<file path="config.mk">
export PLATFORM = sky130hd
export DESIGN_NAME = region_address_decoder_open_bus
export DESIGN_NICKNAME = d
export VERILOG_FILES = /design/src/hw/rtl/rad_pkg.sv /design/src/hw/rtl/rad_cell.sv /design/src/hw/rtl/region_address_decoder_open_bus.sv
export SDC_FILE = /design/constraint.sdc
export NUM_CORES = 2
export LEC_CHECK = 0
export BUFFER_PORTS_ARGS = -buffer_cell sky130_fd_sc_hd__buf_2
export CAP_MARGIN = 10
export CORE_AREA = 2 2 513 515
export DETAILED_ROUTE_END_ITERATION = 16
export DIE_AREA = 0 0 515 517
export PLACE_DENSITY = 0.81
export RECOVER_POWER = 100
export SLEW_MARGIN = 20
export SYNTH_ARGS = -nofsm -noshare
export SYNTH_HDL_FRONTEND = slang
export SYNTH_SLANG_ARGS = --single-unit
</file>
<file path="constraint.sdc">
create_clock -name clk -period 15.7 [get_ports clk]
set_input_delay 3.14 -clock clk [delete_from_list [all_inputs] [get_ports clk]]
set_output_delay 3.14 -clock clk [all_outputs]
set_load 0.03 [all_outputs]
</file>
<file path="src/hw/rtl/rad_pkg.sv">
// ----------------------------------------------------------------------------
// rad_pkg: shared types and constants of the region address decoder
// Region entry, request token that walks the cell chain, commit bus,
// request kind and status codes.
// ----------------------------------------------------------------------------
package rad_pkg;

  localparam int MAX_REGIONS = 16;
  localparam int ADDR_BITS   = 16;
  localparam int DATA_BITS   = 8;
  localparam int SLOT_W      = (MAX_REGIONS > 1) ? $clog2(MAX_REGIONS) : 1;
  localparam int LEN_W       = 17;
  localparam int END_W       = ((ADDR_BITS > LEN_W) ? ADDR_BITS : LEN_W) + 1;

  localparam logic [END_W-1:0] SPACE_END = END_W'(1) << ADDR_BITS;

  typedef enum logic [3:0] {
    KIND_ADD_RD  = 4'd0,
    KIND_ADD_WR  = 4'd1,
    KIND_RM_OWN  = 4'd2,
    KIND_RM_BASE = 4'd3,
    KIND_CLEAR   = 4'd4,
    KIND_READ    = 4'd5,
    KIND_POKE    = 4'd6,
    KIND_WRITE   = 4'd7,
    KIND_RD_DATA = 4'd8
  } kind_t;

  typedef enum logic [1:0] {
    STAT_OK      = 2'd0,
    STAT_OPEN    = 2'd1,
    STAT_OVERLAP = 2'd2,
    STAT_FULL    = 2'd3
  } status_t;

  typedef enum logic [1:0] {
    ST_IDLE,
    ST_RUN,
    ST_DONE
  } state_t;

  typedef struct packed {
    logic                 valid;
    logic [ADDR_BITS-1:0] base;
    logic [LEN_W-1:0]     length;
    logic [3:0]           owner;
  } entry_t;

  typedef struct packed {
    logic                 valid;
    logic [3:0]           kind;
    logic [ADDR_BITS-1:0] addr;
    logic [LEN_W-1:0]     length;
    logic [3:0]           owner;
    logic [DATA_BITS-1:0] value;
    logic [END_W-1:0]     new_end;
    logic                 overlap;
    logic                 free_found;
    logic [SLOT_W-1:0]    free_slot;
    logic                 hit_found;
    logic [SLOT_W-1:0]    hit_slot;
    logic [3:0]           hit_owner;
    logic [15:0]          hit_offset;
  } token_t;

  typedef struct packed {
    logic              en;
    logic              wr_tab;
    logic [SLOT_W-1:0] slot;
    entry_t            entry;
  } commit_t;

  function automatic logic [END_W-1:0] region_end(input logic [ADDR_BITS-1:0] base,
                                                  input logic [LEN_W-1:0] len);
    logic [END_W-1:0] e;
    e = END_W'(base) + END_W'(len);
    return (e > SPACE_END) ? SPACE_END : e;
  endfunction

endpackage

</file>
<file path="src/hw/rtl/rad_cell.sv">
// ----------------------------------------------------------------------------
// rad_cell: one slot of the read and write region tables
// Checks the passing request against its two entries, folds its findings
// into the token and hands the token to the next cell in the following cycle.
// ----------------------------------------------------------------------------
module rad_cell
  import rad_pkg::*;
(
  input  logic              clk,
  input  logic              rst,
  input  logic [SLOT_W-1:0] cell_idx,
  input  logic [15:0]       owner_mask,
  input  token_t            tok_in,
  input  commit_t           commit,
  output token_t            tok_out
);

  entry_t           rd;
  entry_t           wr;
  entry_t           rd_next;
  entry_t           wr_next;
  entry_t           sel;
  token_t           tok_next;
  logic [END_W-1:0] sel_end;
  logic             overlap_here;
  logic             hit_here;

  always_comb begin
    sel = rd;
    if (tok_in.kind == KIND_ADD_WR || tok_in.kind == KIND_WRITE) begin
      sel = wr;
    end
    sel_end = region_end(sel.base, sel.length);
    overlap_here = sel.valid && (tok_in.length != '0) && (sel.length != '0) &&
                   (END_W'(tok_in.addr) < sel_end) && (END_W'(sel.base) < tok_in.new_end);
    hit_here = sel.valid && owner_mask[sel.owner] && (sel.base <= tok_in.addr) &&
               (END_W'(tok_in.addr) < sel_end);
  end

  always_comb begin
    tok_next = tok_in;
    rd_next  = rd;
    wr_next  = wr;
    if (tok_in.valid) begin
      case (tok_in.kind)
        KIND_ADD_RD, KIND_ADD_WR: begin
          if (overlap_here) begin
            tok_next.overlap = 1'b1;
          end
          if (!sel.valid && !tok_in.free_found) begin
            tok_next.free_found = 1'b1;
            tok_next.free_slot  = cell_idx;
          end
        end
        KIND_READ, KIND_POKE, KIND_WRITE: begin
          // lowest slot wins
          if (hit_here && !tok_in.hit_found) begin
            tok_next.hit_found  = 1'b1;
            tok_next.hit_slot   = cell_idx;
            tok_next.hit_owner  = sel.owner;
            tok_next.hit_offset = 16'(tok_in.addr - sel.base);
          end
        end
        KIND_RM_OWN: begin
          if (rd.owner == tok_in.owner) rd_next.valid = 1'b0;
          if (wr.owner == tok_in.owner) wr_next.valid = 1'b0;
        end
        KIND_RM_BASE: begin
          if (rd.base == tok_in.addr) rd_next.valid = 1'b0;
          if (wr.base == tok_in.addr) wr_next.valid = 1'b0;
        end
        KIND_CLEAR: begin
          rd_next.valid = 1'b0;
          wr_next.valid = 1'b0;
        end
        default: begin
        end
      endcase
    end
    if (commit.en && commit.slot == cell_idx) begin
      if (commit.wr_tab) begin
        wr_next = commit.entry;
      end else begin
        rd_next = commit.entry;
      end
    end
  end

  always_ff @(posedge clk) begin
    rd      <= rd_next;
    wr      <= wr_next;
    tok_out <= tok_next;
    if (rst) begin
      rd.valid      <= 1'b0;
      wr.valid      <= 1'b0;
      tok_out.valid <= 1'b0;
    end
  end

endmodule

</file>
<file path="src/hw/rtl/region_address_decoder_open_bus.sv">
// ----------------------------------------------------------------------------
// region_address_decoder_open_bus: region decoder with open-bus latch
// Read and write region tables held in a row of slot cells.
// ----------------------------------------------------------------------------
// Requests enter on the s_ stream: tuser carries the kind (add read region,
// add write region, remove by owner, remove by base, clear, read, poke,
// write, read data), tdata the address, length, owner and value. Every
// request gives exactly one result on the m_ stream: status, slot, owner,
// offset and the open-bus latch value after the request.
// A request walks the chain of MAX_REGIONS cells, one cell per cycle, each
// cell checking its slot of both tables; an add is then written into the
// lowest free slot found. One request is in flight at a time; it passes
// the head register, the register of each cell and the finish register
// before its result is loaded into the output register. The next request
// is taken once the result is in the output register, even while it waits there.
// When the receiver stalls, the finished request holds before its commit
// until the output register is free.
// cfg_we writes the owner-valid mask; write it only while idle.
// Reset empties both tables, clears the latch and sets the mask to all ones.
// ----------------------------------------------------------------------------
module region_address_decoder_open_bus
  import rad_pkg::*;
(
  input  logic        clk,
  input  logic        rst,
  input  logic        s_tvalid,
  output logic        s_tready,
  input  logic [47:0] s_tdata,   // addr[15:0], length[32:16], owner[36:33], value[44:37]
  input  logic [3:0]  s_tuser,   // kind
  output logic        m_tvalid,
  input  logic        m_tready,
  output logic [39:0] m_tdata,   // status[1:0], slot[5:2], owner_id[9:6],
                                 // offset[25:10], bus_value[33:26]
  input  logic        cfg_we,
  input  logic [15:0] cfg_wdata
);

  state_t               state;
  state_t               state_next;
  token_t               tok [MAX_REGIONS+1];
  token_t               tok_head;
  token_t               launch;
  token_t               fin;
  commit_t              commit;
  logic [15:0]          owner_mask;
  logic [DATA_BITS-1:0] latch;
  logic [DATA_BITS-1:0] latch_next;
  logic                 out_load;
  logic                 fin_load;
  logic [1:0]           r_status;
  logic [3:0]           r_slot;
  logic [3:0]           r_owner;
  logic [15:0]          r_offset;

  assign tok[0] = tok_head;

  genvar gi;
  generate
    for (gi = 0; gi < MAX_REGIONS; gi++) begin : g_cell
      rad_cell u_cell (
        .clk        (clk),
        .rst        (rst),
        .cell_idx   (SLOT_W'(gi)),
        .owner_mask (owner_mask),
        .tok_in     (tok[gi]),
        .commit     (commit),
        .tok_out    (tok[gi+1])
      );
    end
  endgenerate

  always_comb begin
    launch            = '0;
    launch.valid      = s_tvalid && s_tready;
    launch.kind       = s_tuser;
    launch.addr       = ADDR_BITS'(s_tdata[15:0]);
    launch.length     = s_tdata[32:16];
    launch.owner      = s_tdata[36:33];
    launch.value      = DATA_BITS'(s_tdata[44:37]);
    launch.new_end    = region_end(launch.addr, launch.length);
  end

  // next state, handshake and commit
  always_comb begin
    state_next   = state;
    s_tready     = 1'b0;
    fin_load     = 1'b0;
    out_load     = 1'b0;
    commit       = '0;
    commit.wr_tab       = (fin.kind == KIND_ADD_WR);
    commit.slot         = fin.free_slot;
    commit.entry.valid  = 1'b1;
    commit.entry.base   = fin.addr;
    commit.entry.length = fin.length;
    commit.entry.owner  = fin.owner;
    case (state)
      ST_IDLE: begin
        s_tready = 1'b1;
        if (s_tvalid) state_next = ST_RUN;
      end
      ST_RUN: begin
        if (tok[MAX_REGIONS].valid) begin
          fin_load   = 1'b1;
          state_next = ST_DONE;
        end
      end
      ST_DONE: begin
        if (!m_tvalid || m_tready) begin
          out_load   = 1'b1;
          commit.en  = (fin.kind == KIND_ADD_RD || fin.kind == KIND_ADD_WR) &&
                       !fin.overlap && fin.free_found;
          state_next = ST_IDLE;
        end
      end
      default: state_next = ST_IDLE;
    endcase
  end

  // result fields of the finished request
  always_comb begin
    r_status   = STAT_OK;
    r_slot     = '0;
    r_owner    = '0;
    r_offset   = '0;
    latch_next = latch;
    case (fin.kind)
      KIND_ADD_RD, KIND_ADD_WR: begin
        if (fin.overlap) begin
          r_status = STAT_OVERLAP;
        end else if (!fin.free_found) begin
          r_status = STAT_FULL;
        end else begin
          r_slot  = 4'(fin.free_slot);
          r_owner = fin.owner;
        end
      end
      KIND_READ, KIND_POKE, KIND_WRITE: begin
        if (fin.hit_found) begin
          r_slot   = 4'(fin.hit_slot);
          r_owner  = fin.hit_owner;
          r_offset = fin.hit_offset;
        end else begin
          r_status = STAT_OPEN;
        end
        if (fin.kind == KIND_WRITE) latch_next = fin.value;
      end
      KIND_RD_DATA: latch_next = fin.value;
      default: begin
      end
    endcase
  end

  always_ff @(posedge clk) begin
    tok_head <= launch;
    if (fin_load) fin <= tok[MAX_REGIONS];
    if (out_load) begin
      m_tdata <= {6'd0, 8'(latch_next), r_offset, r_owner, r_slot, r_status};
    end
    if (rst) begin
      state          <= ST_IDLE;
      tok_head.valid <= 1'b0;
      m_tvalid       <= 1'b0;
      latch          <= '0;
      owner_mask     <= 16'hFFFF;
    end else begin
      state <= state_next;
      if (out_load) begin
        m_tvalid <= 1'b1;
        latch    <= latch_next;
      end else if (m_tready) begin
        m_tvalid <= 1'b0;
      end
      if (cfg_we) owner_mask <= cfg_wdata;
    end
  end

endmodule
</file>
* Word-level counts from Yosys, hierarchy flattened *
Index checks and enable logic that the tools add are counted.

word-level totals
  register bits = 2991
  memories kept = 0
  RAM bits = 0
  memory bits (read-only) = 0
  word-level logic and storage cells = 1417
  output and inout port bits = 42
  input bits = 73
  latch bits = 0

cells by class
  $lt $le $gt $ge = 81
  shift operators = 0
  reductions and logical operators = 349
  bitwise gates (word level) = 1
  equality and inequality tests = 201
  multipliers = 0
  multiplexer cells = 376
  div/mod/pow operators = 0
  add/sub/neg operators = 33

operator list
  cell                                                         count
  2-to-1 mux 38 bit                                            80
  2-to-1 mux 25 bit                                            31
  less-than comparator 16 x 18 -> 1 bit                        32
  nonzero test 17 bit                                          32
  == test 16 bit                                               32
  2-to-1 mux 31 bit                                            15
  adder 16 x 17 -> 18 bit                                      17
  > comparator 18 x 17 -> 1 bit (second input constant)        17
  2-to-1 mux 18 bit                                            16
  == test 4 x 3 -> 1 bit (second input constant)               71
  <= comparator 16 bit                                         16
  subtractor 16 bit                                            16
  logical AND 1 bit                                            161
  2-to-1 mux 1 bit                                             138
  == test 4 x 2 -> 1 bit (second input constant)               34
  == test 4 bit                                                32
  case mux 1 bit (3 select lines)                              32
  2-to-1 mux 6 bit                                             15
  less-than comparator 4 x 5 -> 1 bit (second input constant)  16
  2-to-1 mux 5 bit                                             16
  == test 4 x 1 -> 1 bit (second input constant)               18
  zero test 4 bit                                              18
  AND reduction 2 bit                                          35
  binary-select mux 1 bit (select 4 bit)                       16
  20 further kinds                                             135

* Longest topological paths before layout *
  depth in word-level cells = 12
  depth in mapped cells = 38
  mapped depth without buffers = 32

* Cells and area by module *
From an unflattened synthesis, not the netlist that was laid out.

unflattened totals
  cells, all modules = 14313
  area total of the unflattened synthesis = 152816.6 sq um

modules (own cells, without submodules)
  module                           seq. area each (sq um)  area an instance (sq um)  instances  cells an instance
  rad_cell (g_cell[0].u_cell ...)  4244.1                  9305.2                    7          884
  rad_cell (g_cell[3].u_cell ...)  4244.1                  8978.6                    3          848
  rad_cell (g_cell[6].u_cell)      4244.1                  9002.4                    1          831
  rad_cell (g_cell[11].u_cell)     4244.1                  8994.9                    1          869
  rad_cell (g_cell[7].u_cell)      4244.1                  8973.6                    1          851
  rad_cell (g_cell[5].u_cell)      4244.1                  8877.3                    1          846
  rad_cell (g_cell[8].u_cell)      4244.1                  8873.5                    1          846
  rad_cell (g_cell[2].u_cell)      4244.1                  8712.1                    1          837
  region_address_decoder_open_bus  5325.1                  7310.8                    1          501

* Worst setup path before layout *
OpenSTA, ideal clock, no wires.

  path type = flip-flop to flip-flop
  start = register g_cell[3].u_cell.tok_out[94] in the netlist's numbering
  end = register g_cell[4].u_cell.tok_out[11] in the netlist's numbering
  setup slack = 7.873 ns
  data arrival time = 7.706 ns
  library setup time = 0.121 ns
  path buffers = 5
  cell stages (with the launch flop) = 36
  clock period less this slack = 7.827 ns
  required time = 15.579 ns
  path through = dfxtp_1 > nor2b_1 > clkbuf_1 > nand2_2 > buf_1 > clkbuf_1 > buf_1 > nand2_1 > nand2_1 > ha_1 > a21o_1 > maj3_1 > a211o_1 > nand4_1 > o211ai_1 > or4_1 > a41o_1 > a21oi_1 > nand2_1 > maj3_1 > o211ai_2 > nand2_1 > ha_1 > a21o_1 > a21o_1 > a21o_1 > a21o_1 > a21o_1 > a21o_1 > a21oi_1 > o21ai_0 > a221o_1 > a22o_1 > nor4_2 > buf_2 > mux2_2

RTL lines
  item                    line            source
  from (decl)             rad_cell.sv:15  output token_t tok_out
  from (signal assigned)  rad_cell.sv:92  tok_out <= tok_next;
  to (signal assigned)    rad_cell.sv:92
  to (decl)               rad_cell.sv:15

==> metrics.yaml <==
outcome:
  outcome: "finished, violations left"
  failed_checks: "max-capacitance violations, max-slew violations"
synthesis:
  ys_top_cells_by_area: "sky130_fd_sc_hd__edfxtp_1, sky130_fd_sc_hd__dfxtp_1, sky130_fd_sc_hd__xnor2_1"
  async_flop_share: 0
  synthDistinctLibCells: 117
  dominantRegCellSynth: "sky130_fd_sc_hd__dfxtp_1"
  syn_area_sq_um: 143000
  ys.warnings.count: 0
  count_of_flip_flops_with_a_built_in_enable_after_synthesis: 1298
  ys_seq_area_frac: 0.507
  synth.top_cell.area_share: 0.273
  synth.avg_cell_area_sq_um: 10.9
  syn-instance-count: 13100
  most_area_hungry_cell_type_in_the_yosys_netlist: "sky130_fd_sc_hd__edfxtp_1"
  postSynthRegisterBits: 2961
place:
  globalplace.congestion: 1.02
  place.detailed.hpwl_um: 331000
  dp_worst_setup_slack_ns: 6.31
  portBuffers: 105
sta:
  finalMaxSlewViolations: 2994
  fmax_ghz: 0.0852
  final.setup_skew_ns: 0.102
  period_share: 0.747
  timing.slew.headroom: -2.43
  final.setup.tns_ns: 0
  tightest_slew_ns: 5.15
  rsz_0062_raised_after_global_routing: "no"
  finalWorstSetupSlack_ns: 3.97
  finalWorstPathRequiredPeriod_ns: 11.73
  final-setup-viol-count: 0
  timing_hold_violations_final: 0
detailed_routing:
  ant_nets: 0
  route.final.wire_length_um: 459000
  dr.pass1.iters: 9
  detail_route.wl_per_cell_um: 26.9
  route.detailed.drc: 0
  routed_via_density: 6.23
  drt_iter0_markers: 13600
  detailroute.via_count: 106000
clock_tree:
  ctsHtreeMaxLevel: 5
  clk_path_buf_depth: 4
  cts_num_sinks: 2961
  cts_repair_resize_count: 0
  clk_pin_slew_ns: 0.06
  cts_tree: "yes"
  clk-insertion-delay-late_ns: 1.00
  clk_root_buffer_cell: "sky130_fd_sc_hd__clkbuf_16"
  post_cts_hold_buffer_count: 0
  tritoncts.num_buffers: 302
  cts_post_setup_buffers_inserted: 0
global_routing:
  track_usage: 0.335
  overflow: 0
  initial_antenna_violation_count: 38
  grt_pass1_wl_um: 662000
  via_count_of_the_first_global_routing_pass: 101000
  grt_max_degree: 58
power_and_ir_drop:
  irDropWorstVdd_uv: 106
  power_density_nw_per_um2: 113
  internal-power_uw: 13200
  seq_power_share: 0.485
  static-leakage-power_uw: 0.0606
  power.switching_fraction: 0.256
  net-switching-power_uw: 4530
  combinational_power_share: 0.093
  power_frac_clock: 0.422
critical_path:
  timing.critical_path.arrival_ns: 12.54
  cp_common_cell: "sky130_fd_sc_hd__a21o_1"
  timing.critical_path.to_type: "flip-flop"
  cp_slowest_stage_delay_ns: 1.21
  timing.setup.critical_path_class: "reg2reg"
  worst_r2r_path_depth: 31
  worstReg2RegStart: "g_cell[3].u_cell.tok_out[94]"
  regToRegSetupSlack_ns: 3.97
  cp.required_ns: 16.50
  worst-path-max-fanout: 29
  startpoint_type: "flip-flop"
  rr_endpoint: "g_cell[4].u_cell.tok_out[1]"
  cp_slowest_cell: "sky130_fd_sc_hd__clkbuf_1"
floorplan:
  floorplan.initialDensity: 0.546
  floorplan.core_area_sq_um: 261000
  fp.dieArea_sq_um: 266000
  core.rowCount: 188
  dieWidth_um: 515
  fp.dieH_um: 517
  ios: 115
cells_and_area:
  drive_gt1_frac: 0.0794
  mostFrequentLayoutCell: "sky130_fd_sc_hd__dfxtp_1"
  mostFrequentLayoutCells: "sky130_fd_sc_hd__dfxtp_1, sky130_fd_sc_hd__nand2_1, sky130_fd_sc_hd__edfxtp_1, sky130_fd_sc_hd__xnor2_1, sky130_fd_sc_hd__ha_1"
  nFillCells: 20700
  areaGrowthSynthToFinish_pct: 10.1
  layout.nets: 14100
hold_path:
  whs_path_depth: 0
  worst_hold_startpoint: "g_cell[0].u_cell.tok_out[49]"
  worst_hold_path_type: "reg2reg"
  hold-path-endpoint: "g_cell[1].u_cell.tok_out[49]"
job:
  maxCapViolCount: 100
## cell type report
cell class / instances / area (sq um) / share of cell area
Antenna cell: 37 / 92.6 / 0.000590
Clock buffer: 416 / 8890 / 0.0566
Clock inverter: 145 / 1560 / 0.00991
Inverter: 738 / 2770 / 0.0176
Multi-Input combinational cell: 9021 / 65800 / 0.419
Sequential cell: 2961 / 72300 / 0.460
Tap cell: 3420 / 4280 / 0.0273
Timing Repair Buffer: 289 / 1350 / 0.00858
## cells in the mapped netlist, types with 151 or more instances
master / instances
sky130_fd_sc_hd__clkbuf_1: 298
sky130_fd_sc_hd__a21o_1: 208
sky130_fd_sc_hd__xor2_1: 417
sky130_fd_sc_hd__dfxtp_1: 1663
sky130_fd_sc_hd__nand3_1: 203
sky130_fd_sc_hd__nor3_1: 176
sky130_fd_sc_hd__xnor2_1: 1109
sky130_fd_sc_hd__ha_1: 753
sky130_fd_sc_hd__mux2i_1: 436
sky130_fd_sc_hd__edfxtp_1: 1298
sky130_fd_sc_hd__nor4_1: 240
sky130_fd_sc_hd__maj3_1: 151
sky130_fd_sc_hd__nand2_1: 1325
sky130_fd_sc_hd__inv_1: 736
sky130_fd_sc_hd__mux2_2: 255
sky130_fd_sc_hd__o21ai_0: 458
sky130_fd_sc_hd__nand2b_1: 191
sky130_fd_sc_hd__a21oi_1: 562
sky130_fd_sc_hd__nand4_1: 233
sky130_fd_sc_hd__nor2b_1: 170
sky130_fd_sc_hd__nor2_1: 544
## worst max-delay path: cells and delay by family, from the launching register on
family                     cells  cell delay [ns]
DFF                            1             0.45
buffers and inverters          3             2.64
adders and majority gates      3             1.03
AOI/OAI and AO/OA             13             2.73
and+or+nand+nor                9             3.29
muxes                          2             1.25
xor gates and xnor gates       1             0.12
## flip-flops by register name, indices dropped and copies added, names as in the netlist
register and flops:
tok 68, g_cell.u_cell.tok_out 1536, commit 41, latch 8
m_tvalid 1, fin 39, state 2, g_cell.u_cell.wr 608
owner_mask 16, m_tdata 34, g_cell.u_cell.rd 608
## how the worst max path moves through the flow
stage,from,end,slack (ns),cells after the start
3_3_place_gp,g_cell[13].u_cell.tok_out[94],g_cell[14].u_cell.tok_out[13],6.38,31
3_5_place_dp,g_cell[13].u_cell.tok_out[94],g_cell[14].u_cell.tok_out[14],6.31,31
2_1_floorplan,g_cell[3].u_cell.tok_out[94],g_cell[4].u_cell.tok_out[11],7.87,35
5_1_grt,g_cell[3].u_cell.tok_out[94],g_cell[4].u_cell.tok_out[1],3.26,31
4_1_cts,g_cell[13].u_cell.tok_out[94],g_cell[14].u_cell.tok_out[14],6.30,31
6_report,g_cell[3].u_cell.tok_out[94],g_cell[4].u_cell.tok_out[1],3.97,31
## power groups by stage
stage / clock, uW / sequential (uW) / combinational, uW
finish: 7460 / 8580 / 1650
floorplan: 0 / 8500 / 1260
global route: 7800 / 8580 / 1820
detailed placement: 0 / 8720 / 1600
global placement: 0 / 8720 / 1570
CTS: 7500 / 8560 / 1620
## cell families after synthesis
kind of cell | share of synthesized area
AOI/OAI and AO/OA | 0.102
and+or+nand+nor | 0.124
buffers and inverters | 0.0318
DFF | 0.507
other | 0.0000263
adders and majority gates | 0.0779
muxes | 0.0634
xor gates and xnor gates | 0.0949
## metal layers
| metal | vias to the layer above | wire length, um | global-route usage |
|---|---|---|---|
| met5 | - | 145 | 0 |
| met4 | 12 | 37200 | 0.231 |
| met3 | 1492 | 50900 | 0.0650 |
| met2 | 6493 | 199000 | 0.513 |
| met1 | 50500 | 172000 | 0.429 |
| li1 | 47500 | - | - |
## stage by stage
step | util | std cells | hold slack [ns] | power (uW) | area, sq um
6_report | 0.601 | 17000 | 0.285 | 17700 | 157000
3_5_place_dp | 0.564 | 16400 | 0.312 | 10300 | 147000
5_1_grt | 0.601 | 17000 | 0.299 | 18200 | 157000
2_1_floorplan | - | 13100 | 0.310 | 9760 | 143000
3_3_place_gp | 0.564 | 16400 | 0.310 | 10300 | 147000
4_1_cts | 0.604 | 17000 | 0.289 | 17700 | 158000
(Power assumes the default switching activity.)
